--- config.mk ---
export PLATFORM = sky130hd
export DESIGN_NAME = integer_to_ascii_formatter_unit
export DESIGN_NICKNAME = d
export VERILOG_FILES = /design/src/rtl/i2a_pkg.sv /design/src/rtl/integer_to_ascii_formatter_unit.sv
export SDC_FILE = /design/constraint.sdc
export NUM_CORES = 1
export LEC_CHECK = 0
export BUFFER_PORTS_ARGS = -buffer_cell sky130_fd_sc_hd__buf_2
export CAP_MARGIN = 10
export CORE_MARGIN = 2
export CORE_UTILIZATION = 50
export DETAILED_ROUTE_END_ITERATION = 10
export PLACE_DENSITY = 0.75
export RECOVER_POWER = 100
export SYNTH_ARGS = -nofsm -noshare
export SYNTH_HDL_FRONTEND = slang
export SYNTH_SLANG_ARGS = --single-unit
--- constraint.sdc ---
create_clock -name clock -period 3.7 [get_ports clock]
set_input_delay 0.37 -clock clock [delete_from_list [all_inputs] [get_ports clock]]
set_output_delay 0.37 -clock clock [all_outputs]
set_load 0.03 [all_outputs]
--- src/rtl/i2a_pkg.sv ---
`timescale 1ns / 1ps
`default_nettype none

package i2a_pkg;

   localparam int MAX_FIELD_WIDTH = 32;
   localparam int VALUE_BITS      = 64;
   localparam int DEC_DIGITS      = 20;
   localparam int NIBBLE_COUNT    = VALUE_BITS / 4;
   localparam int BCD_BITS        = DEC_DIGITS * 4;
   localparam int STEP_BITS       = $clog2(VALUE_BITS);
   localparam int IDX_BITS        = $clog2(DEC_DIGITS);
   localparam int WIDTH_BITS      = 6;

   localparam logic [7:0] CHAR_ZERO  = 8'h30;
   localparam logic [7:0] CHAR_SPACE = 8'h20;
   localparam logic [7:0] CHAR_MINUS = 8'h2D;
   localparam logic [7:0] CHAR_ALPHA = 8'h41;

   typedef enum logic [5:0] {
      ST_IDLE  = 6'b000001,
      ST_CONV  = 6'b000010,
      ST_SCAN  = 6'b000100,
      ST_SIGN  = 6'b001000,
      ST_PAD   = 6'b010000,
      ST_DIGIT = 6'b100000
   } state_type;

   function automatic logic [7:0] digit_char(input logic [3:0] d);
      logic [7:0] c;
      if (d < 4'd10) begin
         c = CHAR_ZERO + {4'b0000, d};
      end else begin
         c = CHAR_ALPHA + {4'b0000, d - 4'd10};
      end
      return c;
   endfunction

endpackage

`default_nettype wire

--- src/rtl/integer_to_ascii_formatter_unit.sv ---
// Integer to ASCII formatter.
// One request beat carries a 64-bit value, a radix select (signed decimal or
// upper-case hexadecimal), a 32/64-bit width flag, a minimum field width and
// a pad select. The block answers with one response beat per character, left
// to right, and tlast marks the final character of the number.
// A decimal value is converted by a shift-and-add-three loop, one bit per
// cycle. A scan then finds the leading digit, one digit per cycle, from the
// top of 20 digits in decimal or 16 in hexadecimal, where no conversion is
// needed. The characters then go out in order: the minus sign if any, the
// pad characters, then the digits.
// The block takes one item at a time; req_tready is high only between items.
// The response side has a single output register: when the receiver holds
// rsp_tready low the sequencer waits with the character in place and loses
// nothing. The next request is taken while the final character still waits.
// Reset is synchronous and empties the block: no response beat is pending
// and the block is ready for a request in the first cycle after reset.
`timescale 1ns / 1ps
`default_nettype none

module integer_to_ascii_formatter_unit
   import i2a_pkg::*;
(
   input  wire logic        clock,
   input  wire logic        reset,
   input  wire logic        req_tvalid,
   output logic             req_tready,
   // Bits 63:0 number, 69:64 min_width, 70 pad_with_zero, 71 zero.
   input  wire logic [71:0] req_tdata,
   // Bit 0 hex_mode, bit 1 value_is_wide.
   input  wire logic [1:0]  req_tuser,
   output logic             rsp_tvalid,
   input  wire logic        rsp_tready,
   // Bits 7:0 out_char.
   output logic [7:0]       rsp_tdata,
   output logic             rsp_tlast
);

   state_type               state_ff, state_in;
   logic [BCD_BITS-1:0]     bcd_ff, bcd_in;
   logic [VALUE_BITS-1:0]   bin_ff, bin_in;
   logic [STEP_BITS-1:0]    step_ff, step_in;
   logic [IDX_BITS-1:0]     idx_ff, idx_in;
   logic [WIDTH_BITS-1:0]   pad_cnt_ff, pad_cnt_in;
   logic [WIDTH_BITS-1:0]   width_ff, width_in;
   logic                    neg_ff, neg_in;
   logic                    hex_ff, hex_in;
   logic                    pad_zero_ff, pad_zero_in;
   logic                    out_valid_ff, out_valid_in;
   logic [7:0]              out_char_ff, out_char_in;
   logic                    out_last_ff, out_last_in;

   logic [VALUE_BITS-1:0]   req_number;
   logic [WIDTH_BITS-1:0]   req_width;
   logic                    req_hex;
   logic                    req_wide;
   logic [VALUE_BITS-1:0]   ext_value;
   logic                    ext_neg;
   logic [VALUE_BITS-1:0]   magnitude;
   logic [BCD_BITS-1:0]     bcd_adj;
   logic [3:0]              cur_digit;
   logic [WIDTH_BITS-1:0]   num_digits;
   logic [WIDTH_BITS-1:0]   pad_needed;
   logic                    out_free;
   logic                    req_fire;

   assign req_number = req_tdata[VALUE_BITS-1:0];
   assign req_width  = req_tdata[VALUE_BITS +: WIDTH_BITS];
   assign req_hex    = req_tuser[0];
   assign req_wide   = req_tuser[1];

   assign req_tready = (state_ff == ST_IDLE);
   assign req_fire   = req_tvalid && req_tready;
   assign out_free   = !out_valid_ff || rsp_tready;

   assign rsp_tvalid = out_valid_ff;
   assign rsp_tdata  = out_char_ff;
   assign rsp_tlast  = out_last_ff;

   always_comb begin
      if (req_wide) begin
         ext_value = req_number;
      end else if (req_hex) begin
         ext_value = {32'h0000_0000, req_number[31:0]};
      end else begin
         ext_value = {{32{req_number[31]}}, req_number[31:0]};
      end
      ext_neg   = !req_hex && ext_value[VALUE_BITS-1];
      magnitude = ext_neg ? (~ext_value + 64'd1) : ext_value;
   end

   always_comb begin
      for (int i = 0; i < DEC_DIGITS; i++) begin
         if (bcd_ff[i*4 +: 4] >= 4'd5) begin
            bcd_adj[i*4 +: 4] = bcd_ff[i*4 +: 4] + 4'd3;
         end else begin
            bcd_adj[i*4 +: 4] = bcd_ff[i*4 +: 4];
         end
      end
   end

   assign cur_digit  = bcd_ff[{idx_ff, 2'b00} +: 4];
   assign num_digits = WIDTH_BITS'(idx_ff) + 6'd1;
   assign pad_needed = (width_ff > num_digits) ? (width_ff - num_digits) : '0;

   always_comb begin
      state_in     = state_ff;
      bcd_in       = bcd_ff;
      bin_in       = bin_ff;
      step_in      = step_ff;
      idx_in       = idx_ff;
      pad_cnt_in   = pad_cnt_ff;
      width_in     = width_ff;
      neg_in       = neg_ff;
      hex_in       = hex_ff;
      pad_zero_in  = pad_zero_ff;
      out_char_in  = out_char_ff;
      out_last_in  = out_last_ff;
      out_valid_in = out_valid_ff && !rsp_tready;

      case (state_ff)
         ST_IDLE: begin
            if (req_fire) begin
               neg_in      = ext_neg;
               hex_in      = req_hex;
               pad_zero_in = req_tdata[VALUE_BITS + WIDTH_BITS];
               width_in    = (req_width > WIDTH_BITS'(MAX_FIELD_WIDTH))
                             ? WIDTH_BITS'(MAX_FIELD_WIDTH) : req_width;
               step_in     = '0;
               if (req_hex) begin
                  bcd_in   = {{(BCD_BITS-VALUE_BITS){1'b0}}, magnitude};
                  bin_in   = '0;
                  idx_in   = IDX_BITS'(NIBBLE_COUNT - 1);
                  state_in = ST_SCAN;
               end else begin
                  bcd_in   = '0;
                  bin_in   = magnitude;
                  idx_in   = IDX_BITS'(DEC_DIGITS - 1);
                  state_in = ST_CONV;
               end
            end
         end
         ST_CONV: begin
            bcd_in  = {bcd_adj[BCD_BITS-2:0], bin_ff[VALUE_BITS-1]};
            bin_in  = {bin_ff[VALUE_BITS-2:0], 1'b0};
            step_in = step_ff + 1'b1;
            if (step_ff == STEP_BITS'(VALUE_BITS - 1)) begin
               state_in = ST_SCAN;
            end
         end
         ST_SCAN: begin
            if (idx_ff != '0 && cur_digit == 4'd0) begin
               idx_in = idx_ff - 1'b1;
            end else begin
               pad_cnt_in = pad_needed;
               if (neg_ff) begin
                  state_in = ST_SIGN;
               end else if (pad_needed != '0) begin
                  state_in = ST_PAD;
               end else begin
                  state_in = ST_DIGIT;
               end
            end
         end
         ST_SIGN: begin
            if (out_free) begin
               out_valid_in = 1'b1;
               out_char_in  = CHAR_MINUS;
               out_last_in  = 1'b0;
               state_in     = (pad_cnt_ff != '0) ? ST_PAD : ST_DIGIT;
            end
         end
         ST_PAD: begin
            if (out_free) begin
               out_valid_in = 1'b1;
               out_char_in  = pad_zero_ff ? CHAR_ZERO : CHAR_SPACE;
               out_last_in  = 1'b0;
               pad_cnt_in   = pad_cnt_ff - 1'b1;
               if (pad_cnt_ff == WIDTH_BITS'(1)) begin
                  state_in = ST_DIGIT;
               end
            end
         end
         ST_DIGIT: begin
            if (out_free) begin
               out_valid_in = 1'b1;
               out_char_in  = digit_char(cur_digit);
               out_last_in  = (idx_ff == '0);
               if (idx_ff == '0) begin
                  state_in = ST_IDLE;
               end else begin
                  idx_in = idx_ff - 1'b1;
               end
            end
         end
         default: begin
            state_in = ST_IDLE;
         end
      endcase
   end

   always_ff @(posedge clock) begin
      if (reset) begin
         state_ff     <= ST_IDLE;
         out_valid_ff <= 1'b0;
      end else begin
         state_ff     <= state_in;
         out_valid_ff <= out_valid_in;
      end
   end

   always_ff @(posedge clock) begin
      bcd_ff      <= bcd_in;
      bin_ff      <= bin_in;
      step_ff     <= step_in;
      idx_ff      <= idx_in;
      pad_cnt_ff  <= pad_cnt_in;
      width_ff    <= width_in;
      neg_ff      <= neg_in;
      hex_ff      <= hex_in;
      pad_zero_ff <= pad_zero_in;
      out_char_ff <= out_char_in;
      out_last_ff <= out_last_in;
   end

   // A taken request always starts either the decimal conversion or the scan.
   assert property (@(posedge clock) disable iff (reset)
      req_fire |=> (state_ff == ST_CONV || state_ff == ST_SCAN))
      else $error("request did not start conversion or scan");

   // A converted decimal digit must be a valid BCD digit.
   assert property (@(posedge clock) disable iff (reset)
      ((state_ff == ST_DIGIT || state_ff == ST_SCAN) && !hex_ff) |-> (cur_digit <= 4'd9))
      else $error("decimal digit out of range");

   // Hex digits never come from above the 64-bit value.
   assert property (@(posedge clock) disable iff (reset)
      ((state_ff == ST_SCAN || state_ff == ST_DIGIT) && hex_ff)
         |-> (idx_ff <= IDX_BITS'(NIBBLE_COUNT - 1)))
      else $error("hex digit index out of range");

   // The pad phase is entered only with characters left to pad.
   assert property (@(posedge clock) disable iff (reset)
      (state_ff == ST_PAD) |-> (pad_cnt_ff != '0))
      else $error("pad phase with empty pad count");

   // The final character of a number leaves the sequencer idle.
   assert property (@(posedge clock) disable iff (reset)
      (state_ff == ST_DIGIT && out_free && idx_ff == '0) |=> (req_tready && rsp_tlast))
      else $error("final character did not end the item");

endmodule

`default_nettype wire
==> impl_summary.md <==
Worst setup path
Along the worst path, the maximum fanout reaches 22. STA puts the critical path data arrival time at 3600 ps. The count of buffer and inverter cells on the critical path is 1. The nature of the critical path endpoint is a register. STA puts the critical path data required time at 3890 ps.

The peak per-stage delay on the critical path is 670 ps. The highest-delay cell along the critical path is sky130_fd_sc_hd__clkbuf_1. The dominant delay contributor by cell family on the critical path is simple AND/OR/NAND/NOR gates. The start-to-end type of the worst setup path is primary input to register. Traced cell by cell, the critical path runs through clkbuf_1 > or4b_1 > a2111oi_0 > nand4_1 > nor4b_1 > nand3_1 > a221o_1. The worst setup path is launched from a primary input.

Finish
Compared with the post-synthesis result, the final layout area differs by 11.27%. Once layout is done, the placed cells without fillers occupy 14130 sq um. The top cell types in the final layout, fill and taps aside, are 177 x sky130_fd_sc_hd__edfxtp_1, 149 x sky130_fd_sc_hd__o21ai_0, 119 x sky130_fd_sc_hd__nand2_1, 114 x sky130_fd_sc_hd__a21oi_1, 86 x sky130_fd_sc_hd__nor2_1.

The post-route netlist has 12.17% of its cells at a drive strength greater than 1. The layout net count is 1545. The library cell used most frequently in the layout, excluding fill and tap cells, is sky130_fd_sc_hd__edfxtp_1. Fill cells in the final layout number 2207. The number of antenna repair diodes is 0. The final core utilization is 56.45%.

Clock network
Counting along the longest clock path gives a buffer depth of 2. The post-CTS setup buffer count is 0. For this design, the CTS-stage hold fixing added 0 buffers. The clock slew seen by the registers of the worst setup and hold paths is 80 ps. Counting every sink on the clock net gives 184. The clock latency of the later-clocked register in the worst-skew pair is 450 ps. The number of clock buffers added by TritonCTS is 17. The maximum level of the CTS H-tree is 4. The TritonCTS clock tree is built.

The tree is rooted in a sky130_fd_sc_hd__clkbuf_16. The number of gates given a new drive strength after cts is 0.

Yosys
By area, the combinational part of the netlist is dominated by compound AO/OA/AOI/OAI gates. The number of flops mapped to enable cells by yosys is 177. Yosys printed 0 warnings. The synthesized-area fraction occupied by and/or/nand/nor cells is 17.79%. Synthesis instantiated 73 different standard cells from the library. The multiplexer area fraction after synthesis is 3.684%.

The post-synth net total is 1482. The synthesized area divided by synthesized cell count is 9.436 sq um. The most used flip-flop cell after synthesis is sky130_fd_sc_hd__edfxtp_1. The synthesized-area fraction occupied by ao, oa, aoi and oai cells is 17.84%. The post-synthesis xor/xnor area fraction is 7.723%. After Yosys synthesis, full adders, half adders and majority gates account for 5.773% of the synthesized area. Counting flops and latches in the post-synthesis netlist gives 184. After synthesis, flip-flops and latches occupy 42.95% of the total area. The synthesized instance count is 1346. The mapped cell area is 12700 sq um.

For this run, asynchronously set or reset flops after synthesis account for 0%.

Power and ir drop
VDD sags by at most 0.3812 mV. In this run the power density over the cells is 615.6 nW/um^2. In this run the static leakage power is 5.156 nW.

Timing
In this run the tightest slew margin relative to its limit is 9.690%. The setup TNS after final layout is 0 ps. The worst path needs 3411 ps of the cycle, external delays included. The worst path uses 92.20% of the clock period. The count of final max-slew check failures was 0. The total setup violations reported at the end of the flow is 0. Setup repair after global routing left no endpoint under its margin. For this run, the top clock speed supported by timing is 293.1 MHz. Hold timing on the final database bottoms out at a slack of 110.3 ps. The count of final hold-check violations was 0. Between clock sinks in the finished design, the worst skew comes to 20.34 ps. The actual slew at the worst max-slew pin is 1355 ps.

Placement
Detailed placement finished with a half-perimeter wire length of 23760 um. The global placer's final weighted congestion is 0.9493. Summing all placed instances gives a cell area of 13590 sq um. The count of buffers added on input and output ports is 86.

Global routing
The sum of overflow across all layers after global routing is 0. Across every metal layer, demand over resource in global routing totals 24.99%. The met3 capacity usage during global routing is 3.860%. The fraction of met1 tracks used by global routing is 35.36%.

The number of antenna violations at the first check in global routing is 0. The first global-routing pass estimated 52700 um of wire. For met2 alone, demand over resource in global routing was 39.89%.

Entering global routing, the biggest net connects 77 pins. The via count of the first global-routing pass is 10040. After global routing, the most crowded layer is met2.

Drt
The first-pass iteration count of the detailed router is 7. The post-route DRC violation count is 0. Using the TritonRoute via totals, the vias-per-cell ratio works out to 6.127.

The count of nets left with antenna violations once routing finished came out at 0. For this block, the initial DRC count from the detailed router was 1065. Summed over all layers, the routed wires come to 32860 um. The count of vias placed by the detailed router is 10740. Dividing the detail-routed wire length by the instance count gives 18.75 um.

Die
The total I/O pin count is 89. Row generation in the floorplan step produced 58 rows. The die extent in x is 163.4 um.

The full die area is 26690 sq um. Measured along the y axis, the die boundary spans 163.4 um. The floorplan core area is 25040 sq um. For this configuration, the core starts out at a cell density of 50.73%.

Job
The tool flagged a number of max-cap violations equal to 0.

Status
The flow ran to the end, and the final reports show no timing, DRC or antenna violations.

Hold path
The worst hold path belongs to the class primary input to register.
kinds of logic after synthesis:
| kind of cell | count (synthesis) |
|---|---|
| AND/OR/NAND/NOR | 443 |
| AO/OA/AOI/OAI | 378 |
| flip-flops | 184 |
| buffers and inverters | 139 |
| XOR/XNOR | 112 |
| adder cells (fa/ha/maj) | 58 |
| multiplexers | 31 |
| other | 1 |
stage by stage:
stage,total power [mW],std cells,worst slack [ps]
after floorplan,5.845,1346,406.1
after global placement,6.639,1720,339.5
after detailed placement,6.789,1720,302.9
after CTS,8.749,1752,271.0
after global routing,9.251,1752,66.77
final,8.700,1752,288.7
layer usage:
layer | vias to the layer above | routed length (um)
li1 | 5102 | -
met1 | 5149 | 14260
met2 | 441 | 15510
met3 | 43 | 2417
met4 | 0 | 669
met5 | - | 0
path summary, 6_finish.rpt:
check | start | to | slack, ps | cells past startpoint
worst max-delay path | req_tuser[1] | bin_ff[61]$_DFFE_PP_ | 290 | 7
worst min-delay path | req_tdata[70] | pad_zero_ff$_DFFE_PP_ | 110 | 1
worst max register to register | idx_ff[0]$_SDFFCE_PP1P_ | idx_ff[1]$_SDFFCE_PP1P_ | 300 | 11
worst min register to register | bin_ff[63]$_DFFE_PP_ | bcd_ff[0]$_DFFE_PP_ | 520 | 2
registers in the layout (all words and copies together), names as in the netlist:
name	flops
idx_ff	5
neg_ff	1
rsp_tvalid	1
pad_zero_ff	1
state_ff	6
rsp_tdata	7
pad_cnt_ff	6
step_ff	6
width_ff	6
rsp_tlast	1
bin_ff	64
bcd_ff	80
final cells by class:
class | count | area (sq um) | area share [%]
clock buffers | 17 | 425.4 | 3.010
clock inverters | 15 | 215.2 | 1.523
inverters | 62 | 232.7 | 1.647
multi-input cells | 1023 | 6710 | 47.48
flip-flops and latches | 184 | 5455 | 38.60
well taps | 330 | 412.9 | 2.922
repair buffers | 121 | 680.7 | 4.816
synthesized netlist by cell type, drive strengths merged (31+ instances only):
cell type	instances	area (sq um)
edfxtp	177	5315
a21oi	114	570.6
clkbuf	62	232.7
nand3	66	335.3
xnor2	60	525.5
xor2	52	455.4
nand2	119	446.7
ha	57	713.2
o31ai	43	341.6
nor2	86	322.8
o21ai	152	760.7
nand2b	31	193.9
inv	62	232.7
power breakdown:
part	leakage (nW)	switching, mW	internal, mW
clock network	0.307	0.994	0.943
registers	1.77	0.456	3.11
logic	3.07	1.95	1.25
No activity file was read; power rests on OpenSTA's default activity.
